## config.mk

```make
export PLATFORM = sky130hd
export DESIGN_NAME = tss_div
export DESIGN_NICKNAME = d
export VERILOG_FILES = /design/src/rtl/tss_pkg.sv /design/src/rtl/tss_div.sv
export SDC_FILE = /design/constraint.sdc
export NUM_CORES = 1
export LEC_CHECK = 0
export BUFFER_PORTS_ARGS = -buffer_cell sky130_fd_sc_hd__buf_4
export CAP_MARGIN = 20
export CORE_ASPECT_RATIO = 0.8
export CORE_MARGIN = 10
export CORE_UTILIZATION = 40
export CTS_CLUSTER_DIAMETER = 30
export DETAILED_ROUTE_END_ITERATION = 8
export SYNTH_ARGS = -nofsm -noshare
export SYNTH_HDL_FRONTEND = slang
export SYNTH_SLANG_ARGS = --single-unit
```

## constraint.sdc

```tcl
create_clock -name clk -period 5.1 [get_ports clk]
set_input_delay 0.765 -clock clk [delete_from_list [all_inputs] [get_ports clk]]
set_output_delay 0.765 -clock clk [all_outputs]
set_load 0.02 [all_outputs]
```

## src/rtl/tss_pkg.sv

```systemverilog
// Shared types, codes and fixed-point helpers of the tableau simplex solver.
// Depends on nothing; every other file of the block imports it.
`default_nettype none

package tss_pkg;

  // Signed Q24.24 value held in 48 bits and its unsigned magnitude.
  typedef logic signed [47:0] qval_t;
  typedef logic [47:0]        qmag_t;

  localparam qval_t QMAX = 48'sh7FFF_FFFF_FFFF;
  localparam qval_t QONE = 48'sh0000_0100_0000;

  // Input kinds carried on in_tuser.
  localparam logic [1:0] CMD_LOAD_A = 2'd0;
  localparam logic [1:0] CMD_LOAD_B = 2'd1;
  localparam logic [1:0] CMD_LOAD_C = 2'd2;
  localparam logic [1:0] CMD_SOLVE  = 2'd3;

  // Result status carried on out_tuser.
  localparam logic [1:0] STAT_OPTIMAL     = 2'd0;
  localparam logic [1:0] STAT_UNBOUNDED   = 2'd1;
  localparam logic [1:0] STAT_PIVOT_LIMIT = 2'd2;

  // Configuration register indexes.
  localparam logic CFG_NUM_CONSTRAINTS = 1'b0;
  localparam logic CFG_NUM_VARS        = 1'b1;

  function automatic qmag_t q_mag(input qval_t v);
    q_mag = v[47] ? qmag_t'(-v) : qmag_t'(v);
  endfunction

  function automatic qval_t q_signed(input logic [46:0] m, input logic neg);
    q_signed = neg ? -qval_t'({1'b0, m}) : qval_t'({1'b0, m});
  endfunction

  // Saturated value for a result whose magnitude overflowed.
  function automatic qval_t q_sat(input logic neg);
    q_sat = neg ? -QMAX : QMAX;
  endfunction

  // t - p, saturated to the symmetric 48-bit range.
  function automatic qval_t q_sub_sat(input qval_t t, input qval_t p);
    logic signed [48:0] d;
    d = {t[47], t} - {p[47], p};
    if (d > 49'sh0_7FFF_FFFF_FFFF) q_sub_sat = QMAX;
    else if (d < -49'sh0_7FFF_FFFF_FFFF) q_sub_sat = -QMAX;
    else q_sub_sat = d[47:0];
  endfunction

  // Q24.24 to Q16.16: drop 8 bits toward zero, then saturate to 32 bits.
  function automatic logic [31:0] to_q16(input qval_t v);
    qmag_t       mg;
    logic [39:0] m;
    logic [39:0] negm;
    mg   = q_mag(v);
    m    = mg[47:8];
    negm = ~m + 40'd1;
    if (v[47]) to_q16 = (m > 40'h00_8000_0000) ? 32'h8000_0000 : negm[31:0];
    else       to_q16 = (m > 40'h00_7FFF_FFFF) ? 32'h7FFF_FFFF : m[31:0];
  endfunction

endpackage

`default_nettype wire

```

## src/rtl/tss_div.sv

```systemverilog
// Bit-serial restoring divider for Q24.24 quotients with a positive divisor.
// Depends on tss_pkg; one quotient bit per cycle.
`default_nettype none

module tss_div (
  input  wire logic          clk,
  input  wire logic          rst_n,
  input  wire logic          start,
  input  tss_pkg::qval_t     dividend,
  input  tss_pkg::qval_t     divisor,
  output logic               done,
  output tss_pkg::qval_t     quotient
);
  import tss_pkg::*;

  logic        busy_r;
  logic        done_r;
  logic [6:0]  cnt_r;
  logic [48:0] rem_r;
  logic [71:0] num_r;
  logic [47:0] dvs_r;
  logic        neg_r;

  logic [48:0] rem_sh;
  logic [49:0] diff;
  logic        ge;

  assign rem_sh = {rem_r[47:0], num_r[71]};
  assign diff   = {1'b0, rem_sh} - {2'b00, dvs_r};
  assign ge     = ~diff[49];

  always_ff @(posedge clk) begin
    if (!rst_n) begin
      busy_r <= 1'b0;
      done_r <= 1'b0;
    end else begin
      done_r <= 1'b0;
      if (start) begin
        busy_r <= 1'b1;
        cnt_r  <= 7'd72;
        rem_r  <= '0;
        num_r  <= {q_mag(dividend), 24'h00_0000};
        dvs_r  <= divisor;
        neg_r  <= dividend[47];
      end else if (busy_r) begin
        rem_r <= ge ? diff[48:0] : rem_sh;
        num_r <= {num_r[70:0], ge};
        cnt_r <= cnt_r - 7'd1;
        if (cnt_r == 7'd1) begin
          busy_r <= 1'b0;
          done_r <= 1'b1;
        end
      end
    end
  end

  // A quotient of 2^47 or more no longer fits the signed range.
  assign quotient = (|num_r[71:47]) ? q_sat(neg_r) : q_signed(num_r[46:0], neg_r);
  assign done     = done_r;

endmodule

`default_nettype wire

```

### Yosys cells after proc, flatten, opt, wreduce, memory -nomap -nowiden

Cells that the tools add are included.

* $add $sub $neg: 4
* multiply operators: 0
* divide/modulo/power cells: 0
* $lt $le $gt $ge: 0
* equality and inequality tests: 1
* shift operators: 0
* mux-type cells: 13
* bitwise gates (word level): 3
* reduce and logical (&&, ||, !) cells: 5

Operators with widths (number)
* 48-bit two-way mux: 6
* 72-bit two-way mux: 2
* 49-bit by 48-bit subtractor with 50-bit output: 1
* 47-bit negator with 48-bit output: 1
* 48-bit negator: 1
* 25-bit OR reduction: 1
* 7-bit by 1-bit equality test with 1-bit output (second input constant): 1
* 7-bit two-way mux: 1
* 7-bit by 1-bit subtractor with 7-bit output (second input constant): 1
* 1-bit two-way mux: 4
* 2-bit AND reduction: 2
* 1-bit inverter: 3
* 3-bit OR reduction: 1
* 2-bit nonzero test: 1

* register bits: 178
* latch bits: 0
* bits in writable memories: 0
* bits in read-only memories: 0
* bits of input ports: 99
* output and inout bits: 49
* memories: 0

### Longest topological paths before layout

Gate-level depths: netlist of the first run.

* depth after elaboration: 4
* mapped depth: 15
* mapped depth without buffers: 14

### Worst setup path before layout of the first run

No wires, ideal clock.

* path type: input-to-reg
* start: input start
* end: register cnt_r[0] (enable)
* setup time: 498 ps
* arrival time: 4190 ps
* required time: 4602 ps
* slack: 413 ps
* cell stages on the path: 3
* path buffers: 2
* cell sequence: clkbuf_1 -> clkbuf_1 -> o21a_1

* word-level cells in the longest chain between the ends: 2

Ends and longest elaborated chain
* from (decl): line tss_div.sv:8 `input wire logic start,`
* 2-bit nonzero test (no source line)
* 2-bit AND reduction (no source line)
* to (signal assigned): line tss_div.sv:48 `cnt_r <= cnt_r - 7'd1;`
* to (decl): line tss_div.sv:18 `logic [6:0] cnt_r;`

Every way passes these cells.
A chain may end at the register's enable or synchronous reset.

### Final worst setup path of the first run

* start: register num_r[21]
* end: output quotient[46]

* word-level cells in the longest chain between the ends: 3

Ends and longest elaborated chain
* from (decl): line tss_div.sv:20 `logic [71:0] num_r;`
* from (signal assigned): line tss_div.sv:42 `num_r <= {q_mag(dividend), 24'h00_0000};`
* from (signal assigned): line tss_div.sv:47 `num_r <= {num_r[70:0], ge};`
* 47-bit negator with 48-bit output: line tss_pkg.sv:34 `q_signed = neg ? -qval_t'({1'b0, m}) : qval_t'({1'b0, m});`
* 48-bit two-way mux: line tss_pkg.sv:34
* 48-bit two-way mux: line tss_div.sv:58 `assign quotient = (|num_r[71:47]) ? q_sat(neg_r) : q_signed(num_r[46:0], neg_r);`
* to (decl): line tss_div.sv:12 `output tss_pkg::qval_t quotient`

Every way passes these cells.

==> qor.csv, run 1 <==
stage,metric,value,unit
run_status,status,completed,
floorplanning,start_util,0.4073,
synthesis,yosys_register_bits,178,
drt,wire_per_inst,17.88,um
setup_path,crit_top_cell,or3_1,
clock_tree,cts_max_path_buffers,2,
grt,use_met2,0.2485,
floorplanning,die_w,213.3,um
synthesis,yosysUniqueCellTypes,64,
grt,grt_max_degree,74,
drt,initialDrtViolationCount,772,
clock_tree,cts_made_buffers,17,
synthesis,yosys.area_share.adder,0.05608,
floorplanning,die-area,37250,um2
timing,tns,0,ps
grt,grt_busiest_layer,met1,
floorplanning,die_height,174.6,um
clock_tree,cts_resized,0,
timing,fin_crit_sh,0.9507,
setup_path,cp.arrival,4080,ps
setup_path,cp_max_fo,6,
synthesis,ys.flop_type,edfxtp_1,
timing,finalHoldViolCount,0,
synthesis,syn_nets,1450,
drt,final_antenna_net_count,0,
timing,drv_slew,0,
drt,first_pass_iters,5,
synthesis,synth_warnings,0,
drt,wirelength,32.38,mm
placed_design,place_congestion,0.9214,
clock_tree,clock-sinks,178,
synthesis,synthCells,1298,
clock_tree,clock-root-buffer,clkbuf_16,
grt,grtUsageMet1,0.2507,
timing,worst_pin_slew,1093,ps
placed_design,hpwl,23.34,mm
synthesis,seq_area_frac_synth,0.4453,
setup_path,cp_cell_sequence,"or3_1, or3_1, nor3b_2, nand4_1, nor3_2, nand2_1, or3_1, or3_1, nor4_1, o21ai_0, o311ai_0, buf_4",
setup_path,cp_slowest_cell,edfxtp_1,
layout,fin_util,0.4779,
layout,drive_above_1_share,0.1593,
clock_tree,cts_tree,built,
grt,grt_use_total,0.1718,
synthesis,synthXorXnorAreaFrac,0.07251,
synthesis,synthesis.area,11960,um2
hold_path,hp-class,flip-flop to flip-flop,
synthesis,avgSynthCellArea,9.212,um2
synthesis,synthSimpleGateAreaFrac,0.1813,
drt,vias_per_cell,5.552,
grt,antenna_found_initial,3,
clock_tree,post_cts_buffers,0,
synthesis,yosys-mux-area-fraction,0.01580,
synthesis,synth_edf_count,176,
power,power_leakage,5.413,nW
floorplanning,pin_count,148,
clock_tree,clock_latency,450,ps
setup_path,critical-path-top-delay-family,simple AND/OR/NAND/NOR gates,
layout,fin_nets,1570,
power,peakVddDrop,0.2415,mV
timing,setup_violations,0,
floorplanning,core,29360,um2
grt,grt_pass1_vias,9606,
timing,fin_skew,12.76,ps
setup_path,crit_type,flip-flop to primary output,
drt,via_count,10054,
power,power_density,310.1,nW/um2
grt,overflow,0,
drt,drc,0,
placed_design,dp_slack,772.6,ps
grt,grt_pass1_wl,51.67,mm
timing,grt_setup_unrepaired,false,
clock_tree,htreeDepth,4,
clock_tree,clk_pin_slew,70,ps
synthesis,async_reset_ff_frac,0,
setup_path,crit_path_start_kind,flip-flop,
setup_path,critPathRequiredTime,4340,ps
setup_path,crit_buf_inv,1,
grt,use_met3,0.03541,
timing,fmax,206.2,MHz
flow_run,max_cap_viol_count,0,
floorplanning,num_rows,56,
timing,period_needed,4849,ps
timing,max_slew_margin,0.2688,
clock_tree,holdBufCountCts,0,
placed_design,numPlacedInstances,1776,
power,power,0.004350,W
layout,layoutNonFillerInstCount,1811,
layout,area_growth,17.33,%
synthesis,synth_compound_area_frac,0.1891,
placed_design,io_buffers,147,
synthesis,synth_top_family_by_area,compound AO/OA/AOI/OAI gates,
timing,layout_setup_ws,251.2,ps
setup_path,endpoint_kind,primary output,
setup_path,slowest_delay,470,ps
[cells by family after synthesis]
group,Yosys count
AO/OA/AOI/OAI,369
multiplexers,17
XOR/XNOR,99
AND/OR/NAND/NOR,455
buffers and inverters,127
adder cells (fa/ha/maj),53
flip-flops,178
[worst register-to-register path, cell delays in order, from the launching register on]
cell and delay (ps):
edfxtp_1 400, ha_1 380, a21o_1 180, a21o_1 170, a221oi_1 340, o21a_1 320
o221ai_1 220, o21ai_0 480, nor3_1 180, o32ai_4 270, buf_4 500, nor2_1 130
a21oi_1 140, nor2_1 60
[Yosys cell counts, types with 7 or more instances]
cell,instances,area (um2)
or2_2,7,43.79
o22a_1,9,78.83
nand3_1,13,65.06
o21ai_0,75,375.4
clkbuf_1,52,195.2
mux2_2,15,168.9
a31oi_1,10,62.56
inv_1,69,259.0
nor2b_1,33,206.5
a21oi_1,156,780.8
edfxtp_1,176,5285
nand2b_1,7,43.79
nor3_1,32,160.2
or4_1,9,67.56
and3_1,8,50.05
nand4_1,10,62.56
a21o_1,25,187.7
o21a_1,15,112.6
xor2_1,56,490.5
nor2_1,118,442.9
nor4_1,20,125.1
ha_1,52,650.6
nand2_1,158,593.1
or3_1,21,131.4
o311ai_0,12,105.1
xnor2_1,43,376.6
o31ai_1,11,82.58
[worst paths after layout]
| path | start | endpoint | slack [ps] | cells after the start |
|---|---|---|---|---|
| worst max register to register | rem_r[9] | rem_r[12] | 1050 | 13 |
| worst min-delay path | busy_r | done | 450 | 2 |
| worst max-delay path | num_r[21] | quotient[46] | 250 | 12 |
| worst min register to register | busy_r | done | 450 | 2 |
[per-stage QoR]
step           area [um2]  hold WS, ps
6_report            14030        449.7
5_1_grt             14030        466.8
4_1_cts             14020        450.8
3_5_place_dp        13440        441.1
3_3_place_gp        13440        431.6
2_1_floorplan       11960        414.5
[metal layers]
layer	wire length [um]	vias up
met1	16390	4798
met4	454	0
li1	-	4991
met5	0	-
met2	13960	236
met3	1584	29
[where the power goes]
part / total, W / switching, W / leakage (nW) / internal [W]
clock: 0.00133 / 0.000606 / 0.282 / 0.000727
sequential: 0.00185 / 0.0000845 / 1.70 / 0.00177
combinational: 0.00116 / 0.000687 / 3.43 / 0.000476
total: 0.00435 / 0.00138 / 5.41 / 0.00297
[registers in the layout, summed over array words and instances (netlist names)]
| signal | count |
|---|---|
| num_r | 72 |
| dvs_r | 48 |
| rem_r | 48 |
| cnt_r | 7 |
| busy_r | 1 |
| done | 1 |
| neg_r | 1 |
[layout by cell type, fill, tap and decap left out, drive strengths merged, types with 13 or more instances in the layout]
| cell | synthesis | final |
|---|---|---|
| clkbuf | 52 | 17 |
| ha | 52 | 52 |
| xnor2 | 43 | 43 |
| a21o | 25 | 25 |
| o21a | 15 | 15 |
| nor2 | 118 | 118 |
| or3 | 25 | 25 |
| edfxtp | 176 | 176 |
| inv | 69 | 74 |
| mux2 | 15 | 15 |
| o21ai | 75 | 75 |
| nand3 | 13 | 13 |
| a21oi | 157 | 157 |
| nor2b | 33 | 33 |
| nand2 | 158 | 158 |
| buf | 5 | 158 |
| nor4 | 20 | 20 |
| xor2 | 56 | 56 |
| nor3 | 34 | 34 |
[area by class of cell]
class	count	area [um2]
diodes	3	7.507
clock buffers	17	425.4
clock inverters	15	155.1
fillers	2825	15330
inverters	70	262.8
multi-input cells	993	6183
flip-flops and latches	178	5325
well taps	377	471.7
repair buffers	158	1199
(Power assumes the default switching activity.)
==> run 2: changes to the inputs <==
--- a/config.mk
+++ b/config.mk
@@ -5,13 +5,17 @@
 export SDC_FILE = /design/constraint.sdc
 export NUM_CORES = 1
 export LEC_CHECK = 0
-export BUFFER_PORTS_ARGS = -buffer_cell sky130_fd_sc_hd__buf_4
 export CAP_MARGIN = 20
+export CELL_PAD_IN_SITES_DETAIL_PLACEMENT = 0
+export CELL_PAD_IN_SITES_GLOBAL_PLACEMENT = 1
 export CORE_ASPECT_RATIO = 0.8
 export CORE_MARGIN = 10
 export CORE_UTILIZATION = 40
+export CTS_BUF_LIST = sky130_fd_sc_hd__clkbuf_8
 export CTS_CLUSTER_DIAMETER = 30
 export DETAILED_ROUTE_END_ITERATION = 8
+export DONT_BUFFER_PORTS = 1
+export PLACE_DENSITY_LB_ADDON = 0.1
 export SYNTH_ARGS = -nofsm -noshare
 export SYNTH_HDL_FRONTEND = slang
 export SYNTH_SLANG_ARGS = --single-unit
==> qor.csv, run 2 (synthesized netlist as in run 1, its figures left out) <==
stage,metric,value,unit,change
layout,multi_input_area,6185,um2,was 6183 um2
run_status,status,completed,,unchanged
grt,grt_use_total,0.1732,,was 0.1718
layout,largest_register,num_r,,unchanged
power,internal_power,0.002538,W,was 0.002972 W
power,combPwrFrac,0.275,,was 0.267
placed_design,dp_slack,804.4,ps,was 772.6 ps
setup_path,cp_cell_sequence,"or3_1, or3_1, nor3b_2, nand4_1, nor3_2, nand2_1, or3_1, or3_1, nor4_1, o21ai_0, o311ai_1",,"was or3_1, or3_1, nor3b_2, nand4_1, nor3_2, nand2_1, or3_1, or3_1, nor4_1, o21ai_0, o311ai_0, buf_4"
grt,grt_busiest_layer,met1,,unchanged
clock_tree,clock_latency,500,ps,was 450 ps
clock_tree,holdBufCountCts,0,,unchanged
timing,fin_skew,14.33,ps,was 12.76 ps
hold_path,whs_path_depth,0,,was 2
clock_tree,clock-root-buffer,clkbuf_8,,was clkbuf_16
clock_tree,htreeDepth,4,,unchanged
setup_path,critical-path-top-delay-family,simple AND/OR/NAND/NOR gates,,unchanged
layout,largest_reg_flops,72,,unchanged
floorplanning,die-area,37250,um2,unchanged
layout,fin_util,0.4368,,was 0.4779
hold_path,hp-class,primary input to flip-flop,,was flip-flop to flip-flop
layout,reg_top3,"num_r (72), dvs_r (48), rem_r (48)",,unchanged
setup_path,crit_buf_inv,0,,was 1
setup_path,cp_max_fo,6,,unchanged
layout,fin_nets,1437,,was 1570
drt,via_count,9546,,was 10054
layout,seqCellArea,5325,um2,unchanged
timing,max_slew_margin,0.2561,,was 0.2688
power,netSwitchingPower,0.001309,W,was 0.001378 W
timing,setup_violations,0,,unchanged
clock_tree,clock-sinks,178,,unchanged
setup_path,endpoint_kind,primary output,,unchanged
timing,grt_setup_unrepaired,false,,unchanged
timing,drv_slew,0,,unchanged
power,peakVddDrop,0.2237,mV,was 0.2415 mV
setup_path,cp_slowest_cell,edfxtp_1,,unchanged
timing,tns,0,ps,unchanged
floorplanning,die_height,174.6,um,unchanged
clock_tree,cts_tree,built,,unchanged
floorplanning,start_util,0.4073,,unchanged
floorplanning,die_w,213.3,um,unchanged
power,p_seq_frac,0.482,,was 0.426
grt,use_met3,0.03916,,was 0.03541
setup_path,regToRegEndpoint,rem_r[1],,was rem_r[12]
power,swShare,0.3403,,was 0.3168
placed_design,hpwl,23.40,mm,was 23.34 mm
layout,layout_commonest_cell,edfxtp_1,,unchanged
timing,period_needed,4709,ps,was 4849 ps
timing,worst_pin_slew,1112,ps,was 1093 ps
placed_design,place_congestion,0.8325,,was 0.9214
power,power_density,300.0,nW/um2,was 310.1 nW/um2
floorplanning,num_rows,56,,unchanged
grt,use_met2,0.2411,,was 0.2485
clock_tree,cts_max_path_buffers,2,,unchanged
floorplanning,pin_count,148,,unchanged
setup_path,reg2reg_slack,1010,ps,was 1050 ps
placed_design,io_buffers,0,,was 147
setup_path,reg2reg_depth,13,,unchanged
floorplanning,core,29360,um2,unchanged
layout,fillers,2911,,was 2825
setup_path,crit_top_cell,or3_1,,unchanged
layout,most-common-layout-cells,"edfxtp_1 (176), nand2_1 (158), a21oi_1 (156)",,"was edfxtp_1 (176), nand2_1 (158), buf_4 (157)"
drt,first_pass_iters,5,,unchanged
clock_tree,cts_made_buffers,17,,unchanged
grt,grt_pass1_vias,8971,,was 9606
setup_path,crit_path_start_kind,flip-flop,,unchanged
setup_path,crit_type,flip-flop to primary output,,unchanged
layout,insertedDiodeCount,0,,was 3
setup_path,slowest_delay,460,ps,was 470 ps
power,power_leakage,4.678,nW,was 5.413 nW
hold_path,min_from,divisor[20],,was busy_r
timing,layout_setup_ws,390.6,ps,was 251.2 ps
power,clockPowerShare,0.243,,was 0.306
grt,grtUsageMet1,0.2632,,was 0.2507
timing,fin_crit_sh,0.9234,,was 0.9507
setup_path,timing.rr.start,rem_r[9],,unchanged
hold_path,whs_endpoint,dvs_r[20],,was done
drt,wire_per_inst,19.48,um,was 17.88 um
grt,overflow,0,,unchanged
timing,fmax,212.3,MHz,was 206.2 MHz
setup_path,critPathRequiredTime,4340,ps,about the same
timing,finalHoldViolCount,0,,unchanged
layout,drive_above_1_share,0.07396,,was 0.1593
clock_tree,clk_pin_slew,100,ps,was 70 ps
drt,vias_per_cell,5.699,,was 5.552
grt,grt_pass1_wl,51.65,mm,was 51.67 mm
drt,drc,0,,unchanged
drt,initialDrtViolationCount,814,,was 772
setup_path,cp.depth,11,,was 12
drt,wirelength,32.63,mm,was 32.38 mm
flow_run,max_cap_viol_count,0,,unchanged
drt,final_antenna_net_count,0,,unchanged
layout,area_growth,7.240,%,was 17.33%
grt,grt_max_degree,162,,was 74
grt,antenna_found_initial,0,,was 3
setup_path,cp.arrival,3940,ps,was 4080 ps
run 2: power groups by stage:
stage | combinational (W) | clock [W] | sequential (W)
final | 0.00106 | 0.000935 | 0.00185
after global routing | 0.00119 | 0.00102 | 0.00187
after CTS | 0.00107 | 0.000982 | 0.00185
after detailed placement | 0.00106 | 0 | 0.00188
after global placement | 0.00106 | 0 | 0.00188
after floorplan | 0.000827 | 0 | 0.00186
run 2: timing repair:
action                                  in CTS  in global routing
setup buffers                                0                  1
gates resized for setup                      0                  1
endpoints found under the setup margin       0                  1
run 2: worst max path at each step:
stage	start	endpoint
final	num_r[21]	quotient[46]
after global routing	num_r[21]	quotient[46]
after CTS	num_r[21]	quotient[46]
after detailed placement	num_r[21]	quotient[46]
after global placement	num_r[21]	quotient[46]
after floorplan	start	cnt_r[0]
run 2: per-stage QoR:
stage	hold WS, ps	total power (W)	std cells	instance area [um2]
after floorplan	414.5	0.002686	1298	11960
after global placement	497.0	0.002943	1641	12430
after detailed placement	515.0	0.002944	1642	12460
after CTS	304.9	0.003901	1674	12820
after global routing	307.2	0.004086	1675	12820
final	358.8	0.003847	1675	12820
run 2: area by class of cell:
| cell class | count | share of cell area |
|---|---|---|
| clock inverter | 15 | 0.009757 |
| clock buffer | 17 | 0.01825 |
| inverter | 70 | 0.02049 |
| multi-input combinational | 993 | 0.4823 |
| timing repair buffer | 25 | 0.01717 |
| sequential | 178 | 0.4153 |
| tap | 377 | 0.03678 |
run 2: metal layers:
metal | vias up | part of all wire
met5 | - | 0
met3 | 20 | 0.059
met4 | 0 | 0.011
met1 | 4590 | 0.50
li1 | 4718 | -
met2 | 218 | 0.43
