**config.mk**
```make
export PLATFORM = sky130hd
export DESIGN_NAME = tss_mul
export DESIGN_NICKNAME = d
export VERILOG_FILES = /design/src/rtl/tss_pkg.sv /design/src/rtl/tss_mul.sv
export SDC_FILE = /design/constraint.sdc
export NUM_CORES = 2
export LEC_CHECK = 0
export BUFFER_PORTS_ARGS = -buffer_cell sky130_fd_sc_hd__buf_2
export CAP_MARGIN = 20
export CORE_MARGIN = 2
export CORE_UTILIZATION = 28
export CTS_CLUSTER_DIAMETER = 30
export CTS_CLUSTER_SIZE = 28
export DETAILED_ROUTE_END_ITERATION = 7
export PLACE_DENSITY = 0.51
export SYNTH_ARGS = -nofsm -noshare
export SYNTH_HDL_FRONTEND = slang
export SYNTH_SLANG_ARGS = --single-unit
```
**constraint.sdc**
```tcl
create_clock -name clk -period 10.9 [get_ports clk]
set_input_delay 2.725 -clock clk [delete_from_list [all_inputs] [get_ports clk]]
set_output_delay 2.725 -clock clk [all_outputs]
set_load 0.05 [all_outputs]
```
**src/rtl/tss_pkg.sv**
```systemverilog
// Shared types, codes and fixed-point helpers of the tableau simplex solver.
// Depends on nothing; every other file of the block imports it.
`default_nettype none

package tss_pkg;

  // Signed Q24.24 value held in 48 bits and its unsigned magnitude.
  typedef logic signed [47:0] qval_t;
  typedef logic [47:0]        qmag_t;

  localparam qval_t QMAX = 48'sh7FFF_FFFF_FFFF;
  localparam qval_t QONE = 48'sh0000_0100_0000;

  // Input kinds carried on in_tuser.
  localparam logic [1:0] CMD_LOAD_A = 2'd0;
  localparam logic [1:0] CMD_LOAD_B = 2'd1;
  localparam logic [1:0] CMD_LOAD_C = 2'd2;
  localparam logic [1:0] CMD_SOLVE  = 2'd3;

  // Result status carried on out_tuser.
  localparam logic [1:0] STAT_OPTIMAL     = 2'd0;
  localparam logic [1:0] STAT_UNBOUNDED   = 2'd1;
  localparam logic [1:0] STAT_PIVOT_LIMIT = 2'd2;

  // Configuration register indexes.
  localparam logic CFG_NUM_CONSTRAINTS = 1'b0;
  localparam logic CFG_NUM_VARS        = 1'b1;

  function automatic qmag_t q_mag(input qval_t v);
    q_mag = v[47] ? qmag_t'(-v) : qmag_t'(v);
  endfunction

  function automatic qval_t q_signed(input logic [46:0] m, input logic neg);
    q_signed = neg ? -qval_t'({1'b0, m}) : qval_t'({1'b0, m});
  endfunction

  // Saturated value for a result whose magnitude overflowed.
  function automatic qval_t q_sat(input logic neg);
    q_sat = neg ? -QMAX : QMAX;
  endfunction

  // t - p, saturated to the symmetric 48-bit range.
  function automatic qval_t q_sub_sat(input qval_t t, input qval_t p);
    logic signed [48:0] d;
    d = {t[47], t} - {p[47], p};
    if (d > 49'sh0_7FFF_FFFF_FFFF) q_sub_sat = QMAX;
    else if (d < -49'sh0_7FFF_FFFF_FFFF) q_sub_sat = -QMAX;
    else q_sub_sat = d[47:0];
  endfunction

  // Q24.24 to Q16.16: drop 8 bits toward zero, then saturate to 32 bits.
  function automatic logic [31:0] to_q16(input qval_t v);
    qmag_t       mg;
    logic [39:0] m;
    logic [39:0] negm;
    mg   = q_mag(v);
    m    = mg[47:8];
    negm = ~m + 40'd1;
    if (v[47]) to_q16 = (m > 40'h00_8000_0000) ? 32'h8000_0000 : negm[31:0];
    else       to_q16 = (m > 40'h00_7FFF_FFFF) ? 32'h7FFF_FFFF : m[31:0];
  endfunction

endpackage

`default_nettype wire

```
**src/rtl/tss_mul.sv**
```systemverilog
// Multi-cycle Q24.24 multiplier built from four 24x24 partial products.
// Depends on tss_pkg; product is truncated toward zero and saturated.
`default_nettype none

module tss_mul (
  input  wire logic          clk,
  input  wire logic          rst_n,
  input  wire logic          start,
  input  tss_pkg::qval_t     op_a,
  input  tss_pkg::qval_t     op_b,
  output logic               done,
  output tss_pkg::qval_t     product
);
  import tss_pkg::*;

  logic        busy_r;
  logic        done_r;
  logic [2:0]  step_r;
  logic        ppv_r;
  logic [1:0]  ppk_r;
  logic [47:0] pp_r;
  logic [95:0] acc_r;
  qmag_t       ma_r;
  qmag_t       mb_r;
  logic        neg_r;

  logic [23:0] x_sel;
  logic [23:0] y_sel;
  logic [95:0] pp_shift;

  assign x_sel = step_r[1] ? ma_r[47:24] : ma_r[23:0];
  assign y_sel = step_r[0] ? mb_r[47:24] : mb_r[23:0];

  always_comb begin
    unique case ({1'b0, ppk_r[1]} + {1'b0, ppk_r[0]})
      2'd0:    pp_shift = {48'h0, pp_r};
      2'd1:    pp_shift = {24'h0, pp_r, 24'h0};
      default: pp_shift = {pp_r, 48'h0};
    endcase
  end

  always_ff @(posedge clk) begin
    if (!rst_n) begin
      busy_r <= 1'b0;
      done_r <= 1'b0;
      ppv_r  <= 1'b0;
    end else begin
      done_r <= 1'b0;
      if (start) begin
        busy_r <= 1'b1;
        step_r <= 3'd0;
        ppv_r  <= 1'b0;
        acc_r  <= '0;
        ma_r   <= q_mag(op_a);
        mb_r   <= q_mag(op_b);
        neg_r  <= op_a[47] ^ op_b[47];
      end else if (busy_r) begin
        if (step_r != 3'd4) begin
          pp_r   <= x_sel * y_sel;
          ppk_r  <= step_r[1:0];
          ppv_r  <= 1'b1;
          step_r <= step_r + 3'd1;
        end else begin
          ppv_r <= 1'b0;
        end
        if (ppv_r) begin
          acc_r <= acc_r + pp_shift;
          if (ppk_r == 2'd3) begin
            busy_r <= 1'b0;
            done_r <= 1'b1;
          end
        end
      end
    end
  end

  assign product = (|acc_r[95:71]) ? q_sat(neg_r) : q_signed(acc_r[70:24], neg_r);
  assign done    = done_r;

endmodule

`default_nettype wire

```
### Word-level counts from Yosys, hierarchy flattened

Index checks and enable logic that the tools add are counted.

| storage, ports and cells | value |
|---|---|
| output and inout port bits | 49 |
| logic and storage cells | 56 |
| bits in registers | 249 |
| bits of input ports | 99 |

| cells by class | value |
|---|---|
| equal/unequal tests | 3 |
| bitwise logic cells | 5 |
| multiplexer cells | 18 |
| $mul | 1 |
| add/sub/neg operators | 6 |
| reductions and logical operators | 11 |

Operators with widths:

| cell | number |
|---|---|
| 2-to-1 mux 96 bit | 2 |
| one-hot mux 96 bit (2 select lines) | 1 |
| 2-to-1 mux 48 bit | 3 |
| adder 96 bit | 1 |
| negator 48 bit | 2 |
| 2-to-1 mux 47 bit | 2 |
| multiplier 24 x 24 -> 48 bit | 1 |
| 2-to-1 mux 24 bit | 2 |
| negator 47 -> 48 bit | 1 |
| OR reduction 25 bit | 1 |
| 2-to-1 mux 1 bit | 6 |
| 2-to-1 mux 3 bit | 2 |
| AND reduction 3 bit | 2 |
| nonzero test 2 bit | 3 |
| inverter 1 bit | 4 |
| AND reduction 4 bit | 1 |
| OR reduction 4 bit | 1 |
| adder 3 x 1 -> 3 bit (second input constant) | 1 |
| != test 3 bit (second input constant) | 1 |
| adder 1 x 1 -> 2 bit | 1 |
| equality test 2 x 1 -> 1 bit (second input constant) | 1 |
| equality test 2 bit (second input constant) | 1 |
| logical NOT 2 bit | 1 |
| AND reduction 2 bit | 1 |
| other kinds (2) | 2 |

### Logic depth before layout (Yosys ltp)

| logic depth | value |
|---|---|
| word-level depth | 6 |
| gate-level depth with buffers | 30 |
| mapped depth without buffers | 27 |

### Worst setup path after synthesis

Ideal clock, no wire load.

| timing path | value |
|---|---|
| path type | flip-flop to flip-flop |
| start point | register step_r[1] |
| end point | register pp_r[46] (data pin) |
| setup slack | 2.757 ns |
| buffers on the path | 4 |
| library setup time | 0.262 ns |
| clock period less this slack | 8.143 ns |
| data required time | 10.638 ns |
| stages on the path, launching flop included | 29 |
| arrival time | 7.881 ns |
| cell sequence | edfxtp_1 > clkbuf_1 > clkbuf_1 > clkbuf_1 > mux2i_1 > clkbuf_1 > nor2_1 > fa_1 > fa_1 > inv_1 > fa_1 > fa_1 > inv_1 > fa_1 > fa_1 > inv_1 > fa_1 > inv_1 > ha_1 > a21oi_1 > o21bai_1 > a2111oi_0 > o31ai_1 > nor2_1 > o21ai_0 > a311oi_1 > nor4_1 > a211oi_1 > xnor2_1 |

| on the way | value |
|---|---|
| word-level cells in the longest chain between the ends | 2 |

Ends and longest elaborated chain:

| element | RTL line | source |
|---|---|---|
| start, declared | tss_mul.sv:18 | `logic [2:0] step_r;` |
| start signal, assigned | tss_mul.sv:62 | `step_r <= step_r + 3'd1;` |
| 2-to-1 mux 24 bit | tss_mul.sv:31 | `assign x_sel = step_r[1] ? ma_r[47:24] : ma_r[23:0];` |
| multiplier 24 x 24 -> 48 bit | tss_mul.sv:59 | `pp_r <= x_sel * y_sel;` |
| end signal, assigned | tss_mul.sv:59 |  |
| end, declared | tss_mul.sv:21 | `logic [47:0] pp_r;` |

No other way between the ends.
A chain may end at the register's enable or synchronous reset.

### Worst setup path after layout

| timing path | value |
|---|---|
| start point | register step_r[0] |
| end point | register pp_r[46] (data pin) |

| on the way | value |
|---|---|
| word-level cells in the longest chain between the ends | 2 |

Ends and longest elaborated chain:

| element | RTL line | source |
|---|---|---|
| 2-to-1 mux 24 bit | tss_mul.sv:32 | `assign y_sel = step_r[0] ? mb_r[47:24] : mb_r[23:0];` |
| multiplier 24 x 24 -> 48 bit | tss_mul.sv:59 |  |

No other way between the ends.

==> impl_results.html <==
<table>
<tr><th>Metric</th><th>Value</th></tr>
<tr><th colspan="2">Outcome</th></tr>
<tr><td>Status</td><td>completed</td></tr>
<tr><th colspan="2">Finish</th></tr>
<tr><td>Sequential cell area in the final layout</td><td>7450 sq um</td></tr>
<tr><td>Synth-to-layout area growth</td><td>13.6%</td></tr>
<tr><td>Share of cells above drive strength 1</td><td>0.0958</td></tr>
<tr><td>Total area of multi-input combinational cells</td><td>27000 sq um</td></tr>
<tr><td>ANT cells</td><td>0</td></tr>
<tr><td>Final non-filler cell area</td><td>42400 sq um</td></tr>
<tr><td>Total Nets Final</td><td>5170</td></tr>
<tr><td>Total of fill cells in the finished design</td><td>13900</td></tr>
<tr><th colspan="2">Logic synthesis</th></tr>
<tr><td>Sequential fraction of the synthesis area</td><td>0.200</td></tr>
<tr><td>Yosys reg bits</td><td>249</td></tr>
<tr><td>Cell type contributing the most total cell area after synthesis</td><td>sky130_fd_sc_hd__fa_1</td></tr>
<tr><td>Ranking of synthesized cells by area</td><td>sky130_fd_sc_hd__fa_1 (26%), sky130_fd_sc_hd__edfxtp_1 (20%), sky130_fd_sc_hd__ha_1 (9.3%), sky130_fd_sc_hd__inv_1 (6.1%), sky130_fd_sc_hd__nor2_1 (5.3%)</td></tr>
<tr><td>Proportion of synthesized flip-flops having asynchronous set or reset</td><td>0</td></tr>
<tr><td>Count of yosys warnings during synthesis</td><td>0</td></tr>
<tr><td>Synth Instances</td><td>4215</td></tr>
<tr><td>Number of nets in the synthesized netlist</td><td>5073</td></tr>
<tr><td>Post-synthesis average cell area</td><td>8.85 sq um</td></tr>
<tr><td>Cell variety after synth</td><td>74</td></tr>
<tr><td>Primary FF master, synth</td><td>sky130_fd_sc_hd__edfxtp_1</td></tr>
<tr><td>EDFF count, synth</td><td>246</td></tr>
<tr><td>Fraction of post-synthesis cell area in the top cell type by area</td><td>0.259</td></tr>
<tr><td>Cell area after synthesis</td><td>37300 sq um</td></tr>
<tr><th colspan="2">Setup path</th></tr>
<tr><td>CP max-delay cell</td><td>sky130_fd_sc_hd__mux2i_2</td></tr>
<tr><td>Minimum setup slack among reg-to-reg paths</td><td>1790 ps</td></tr>
<tr><td>R2R Path Start</td><td>step_r[0]$_SDFFCE_PP0P_</td></tr>
<tr><td>Length in cells of the worst reg-to-reg path</td><td>26</td></tr>
<tr><td>Critical path start-end classification</td><td>register to register</td></tr>
<tr><td>Endpoint class of the critical path</td><td>register</td></tr>
<tr><td>Delay-heaviest family, CP</td><td>adder cells</td></tr>
<tr><td>Capture point of the worst reg-to-reg path</td><td>pp_r[46]$_DFFE_PP_</td></tr>
<tr><td>CP startpoint kind</td><td>register</td></tr>
<tr><td>Arrival @ worst endpoint</td><td>9490 ps</td></tr>
<tr><td>Worst path most repeated cell</td><td>sky130_fd_sc_hd__fa_1</td></tr>
<tr><td>Crit path buffers/inverters</td><td>6</td></tr>
<tr><td>Data required time at the worst endpoint</td><td>11290 ps</td></tr>
<tr><td>Crit path launch</td><td>step_r[0]$_SDFFCE_PP0P_</td></tr>
<tr><td>Crit-path max cell delay</td><td>910 ps</td></tr>
<tr><td>Highest fanout seen on the critical path</td><td>16</td></tr>
<tr><th colspan="2">Drt</th></tr>
<tr><td>Post-DR wirelength/cell</td><td>20.9 um</td></tr>
<tr><td>Met2 WL</td><td>56.0 mm</td></tr>
<tr><td>Router iterations before antenna repair</td><td>8</td></tr>
<tr><td>DRC violations left</td><td>0</td></tr>
<tr><td>DR vias</td><td>30800</td></tr>
<tr><td>DRC violation total after the first TritonRoute iteration</td><td>2388</td></tr>
<tr><td>Met3 wire length</td><td>9.25 mm</td></tr>
<tr><td>Number of routed nets with antenna violations</td><td>0</td></tr>
<tr><td>Number of vias per cell after detailed routing</td><td>5.04</td></tr>
<tr><td>Met1 routed wirelength after detailed routing</td><td>57.7 mm</td></tr>
<tr><td>Detailed-route wire length</td><td>128 mm</td></tr>
<tr><td>Top metal layer carrying routed signals</td><td>met4</td></tr>
<tr><th colspan="2">Clock network</th></tr>
<tr><td>CTS Sinks</td><td>249</td></tr>
<tr><td>Total CTS buffers</td><td>61</td></tr>
<tr><td>Root Buffer Master</td><td>sky130_fd_sc_hd__clkbuf_16</td></tr>
<tr><td>Resized cells post-CTS</td><td>0</td></tr>
<tr><td>Max clock buf depth</td><td>3</td></tr>
<tr><td>Setup Fix Bufs, Post-CTS</td><td>0</td></tr>
<tr><td>Number of levels the H-tree was split into</td><td>2</td></tr>
<tr><td>Worst-Skew Late Latency</td><td>670 ps</td></tr>
<tr><td>TritonCTS clock tree</td><td>built</td></tr>
<tr><td>Clock Pin Slew Worst Setup and Hold Paths</td><td>50 ps</td></tr>
<tr><td>Number of hold-repair buffers added at the cts stage</td><td>0</td></tr>
<tr><th colspan="2">Worst hold path</th></tr>
<tr><td>Worst min path class</td><td>register to register</td></tr>
<tr><td>Number of stages on the worst hold path</td><td>2</td></tr>
<tr><td>Worst hold path startpoint</td><td>ppv_r$_SDFFE_PP0P_</td></tr>
<tr><td>Endpoint of the worst hold-timing path</td><td>ppv_r$_SDFFE_PP0P_</td></tr>
<tr><th colspan="2">Timing</th></tr>
<tr><td>Clock Skew</td><td>27.1 ps</td></tr>
<tr><td>Measured slew at the worst slew-check pin</td><td>1090 ps</td></tr>
<tr><td>Setup repair after global routing missed its margin</td><td>no</td></tr>
<tr><td>Clock period minus final worst setup slack</td><td>9110 ps</td></tr>
<tr><td>Slew Viols, Final</td><td>0</td></tr>
<tr><td>Max Fclk</td><td>110 MHz</td></tr>
<tr><td>Final Hold Slack</td><td>521 ps</td></tr>
<tr><td># setup viols final</td><td>0</td></tr>
<tr><td>Slew HR</td><td>0.258</td></tr>
<tr><td>Smallest setup slack after layout</td><td>1790 ps</td></tr>
<tr><td>Accumulated negative setup slack</td><td>0 ps</td></tr>
<tr><td>Endpoints failing hold</td><td>0</td></tr>
<tr><td>Period Utilization, post-route</td><td>0.835</td></tr>
<tr><th colspan="2">Global route</th></tr>
<tr><td>Antenna violations before repair</td><td>1</td></tr>
<tr><td>GRT Residual Overflow</td><td>0</td></tr>
<tr><td>Pin count of the biggest net entering global routing</td><td>73</td></tr>
<tr><td>Via count of the first global-routing pass</td><td>31000</td></tr>
<tr><td>Overall fraction of global-route tracks in use</td><td>0.186</td></tr>
<tr><td>First-pass GRT wire length</td><td>193 mm</td></tr>
<tr><th colspan="2">Die</th></tr>
<tr><td>Die area</td><td>136000 sq um</td></tr>
<tr><td>Die outline height</td><td>369 um</td></tr>
<tr><td>Initial standard-cell utilization of the core</td><td>0.283</td></tr>
<tr><td>Number of placement rows</td><td>133</td></tr>
<tr><td>Die width</td><td>369 um</td></tr>
<tr><td>Number of top-level design ports</td><td>148</td></tr>
<tr><td>Core ar.</td><td>132000 sq um</td></tr>
<tr><th colspan="2">Place</th></tr>
<tr><td>Worst Setup Slack post-DPL</td><td>1760 ps</td></tr>
<tr><td>Number of buffers added on ports</td><td>147</td></tr>
<tr><td>Routability Congestion</td><td>0.931</td></tr>
<tr><td>HPWL after detailed placement</td><td>103 mm</td></tr>
<tr><td>Instance area after placement</td><td>40100 sq um</td></tr>
<tr><th colspan="2">Job</th></tr>
<tr><td>Number of violations of the max-capacitance limit</td><td>0</td></tr>
</table>
## cells in the final DEF, fill, tap and decap left out, types with 16 or more instances in the layout
cell type,netlist,routed
sky130_fd_sc_hd__nor4_1,24,24
sky130_fd_sc_hd__nand2b_1,21,21
sky130_fd_sc_hd__o311ai_0,19,19
sky130_fd_sc_hd__or3_1,32,32
sky130_fd_sc_hd__xor2_1,62,62
sky130_fd_sc_hd__clkbuf_16,0,61
sky130_fd_sc_hd__xnor2_1,157,157
sky130_fd_sc_hd__o21bai_1,35,35
sky130_fd_sc_hd__o21ai_0,165,165
sky130_fd_sc_hd__a22o_1,48,48
sky130_fd_sc_hd__mux2_2,48,48
sky130_fd_sc_hd__o41ai_1,17,17
sky130_fd_sc_hd__nor2_1,524,523
sky130_fd_sc_hd__inv_1,603,603
sky130_fd_sc_hd__or2_2,16,16
sky130_fd_sc_hd__nor2b_1,22,19
sky130_fd_sc_hd__buf_4,0,61
sky130_fd_sc_hd__ha_1,276,276
sky130_fd_sc_hd__nand4_1,47,47
sky130_fd_sc_hd__o21a_1,22,22
sky130_fd_sc_hd__a21oi_1,205,205
sky130_fd_sc_hd__o31ai_1,47,47
sky130_fd_sc_hd__nand3_1,36,36
sky130_fd_sc_hd__nand2_1,474,474
sky130_fd_sc_hd__or4_1,25,25
sky130_fd_sc_hd__and2_1,67,66
sky130_fd_sc_hd__nor3_1,56,56
sky130_fd_sc_hd__and3_1,17,17
sky130_fd_sc_hd__fa_1,483,483
sky130_fd_sc_hd__buf_2,0,146
sky130_fd_sc_hd__a21o_1,69,69
sky130_fd_sc_hd__edfxtp_1,246,246
sky130_fd_sc_hd__mux2i_1,45,34
## per-layer routing
| layer | vias up | GRT usage |
|---|---|---|
| met2 | 1160 | 0.291 |
| li1 | 14200 | - |
| met5 | - | 0 |
| met3 | 232 | 0.0332 |
| met1 | 15200 | 0.255 |
| met4 | 0 | 0.0672 |
## how the worst max path moves through the flow
stage / to / slack (ps) / depth (start not counted)
2_1_floorplan: pp_r[46]$_DFFE_PP_ / 2760 / 28
3_3_place_gp: pp_r[46]$_DFFE_PP_ / 1940 / 28
3_5_place_dp: pp_r[46]$_DFFE_PP_ / 1760 / 26
4_1_cts: pp_r[46]$_DFFE_PP_ / 1740 / 26
5_1_grt: pp_r[46]$_DFFE_PP_ / 1320 / 26
6_report: pp_r[46]$_DFFE_PP_ / 1790 / 26
## flip-flops by register name (all words and copies together) (netlist names)
| name | flops |
|---|---|
| acc_r | 96 |
| busy_r | 1 |
| done | 1 |
| ma_r | 48 |
| mb_r | 48 |
| neg_r | 1 |
| pp_r | 48 |
| ppk_r | 2 |
| ppv_r | 1 |
| step_r | 3 |
## logic make-up (layout without fill, tap and decap cells)
family / after synthesis / count (layout) / synth area share
and+or+nand+nor: 1386 / 1386 / 0.165
muxes: 93 / 93 / 0.0266
buffers and inverters: 779 / 928 / 0.0783
adders and majority gates: 759 / 759 / 0.352
xor gates and xnor gates: 219 / 219 / 0.0514
DFF: 249 / 249 / 0.200
AOI/OAI and AO/OA: 730 / 730 / 0.127
## cells in the mapped netlist (6+ instances only)
cell                         n
sky130_fd_sc_hd__a21oi_1   205
sky130_fd_sc_hd__nor2_1    524
sky130_fd_sc_hd__o311ai_0   19
sky130_fd_sc_hd__a211oi_1   15
sky130_fd_sc_hd__fa_1      483
sky130_fd_sc_hd__or3_1      32
sky130_fd_sc_hd__or2_2      16
sky130_fd_sc_hd__a31oi_1    12
sky130_fd_sc_hd__o21a_1     22
sky130_fd_sc_hd__nor2b_1    22
sky130_fd_sc_hd__buf_1      10
sky130_fd_sc_hd__nand4_1    47
sky130_fd_sc_hd__nand3_1    36
sky130_fd_sc_hd__edfxtp_1  246
sky130_fd_sc_hd__inv_1     603
sky130_fd_sc_hd__a21boi_0    8
sky130_fd_sc_hd__nor4_1     24
sky130_fd_sc_hd__o21bai_1   35
sky130_fd_sc_hd__mux2_2     48
sky130_fd_sc_hd__o21ai_0   165
sky130_fd_sc_hd__nor3_1     56
sky130_fd_sc_hd__o31ai_1    47
sky130_fd_sc_hd__a21o_1     69
sky130_fd_sc_hd__xnor2_1   157
sky130_fd_sc_hd__a211o_1     6
sky130_fd_sc_hd__o41ai_1    17
sky130_fd_sc_hd__or4_1      25
sky130_fd_sc_hd__and3_1     17
sky130_fd_sc_hd__mux2i_1    45
sky130_fd_sc_hd__xor2_1     62
sky130_fd_sc_hd__nand2_1   474
sky130_fd_sc_hd__o211ai_1   13
sky130_fd_sc_hd__ha_1      276
sky130_fd_sc_hd__a22o_1     48
sky130_fd_sc_hd__clkbuf_1  165
sky130_fd_sc_hd__and2_1     67
sky130_fd_sc_hd__nand2b_1   21
## through the flow
step / std cells / util
floorplan: 4215 / -
global placement: 5999 / 0.304
detailed placement: 6002 / 0.304
CTS: 6117 / 0.321
global route: 6119 / 0.321
finish: 6119 / 0.321
## tightest hold or removal path, stage by stage, from the launching register on
cell and delay, ps:
sky130_fd_sc_hd__dfxtp_1 330, sky130_fd_sc_hd__nand2b_1 80, sky130_fd_sc_hd__a21oi_1 60
## area by class of cell
| type | count | area share |
|---|---|---|
| multi-input cells | 3187 | 0.637 |
| flip-flops and latches | 249 | 0.176 |
| inverters | 604 | 0.0535 |
| well taps | 1755 | 0.0518 |
| clock buffers | 64 | 0.0363 |
| repair buffers | 209 | 0.0290 |
| clock inverters | 51 | 0.0164 |
Power is left out: the tool's default activity adds up to more than one toggle a clock period on the data nets, which glitch-free logic cannot reach.
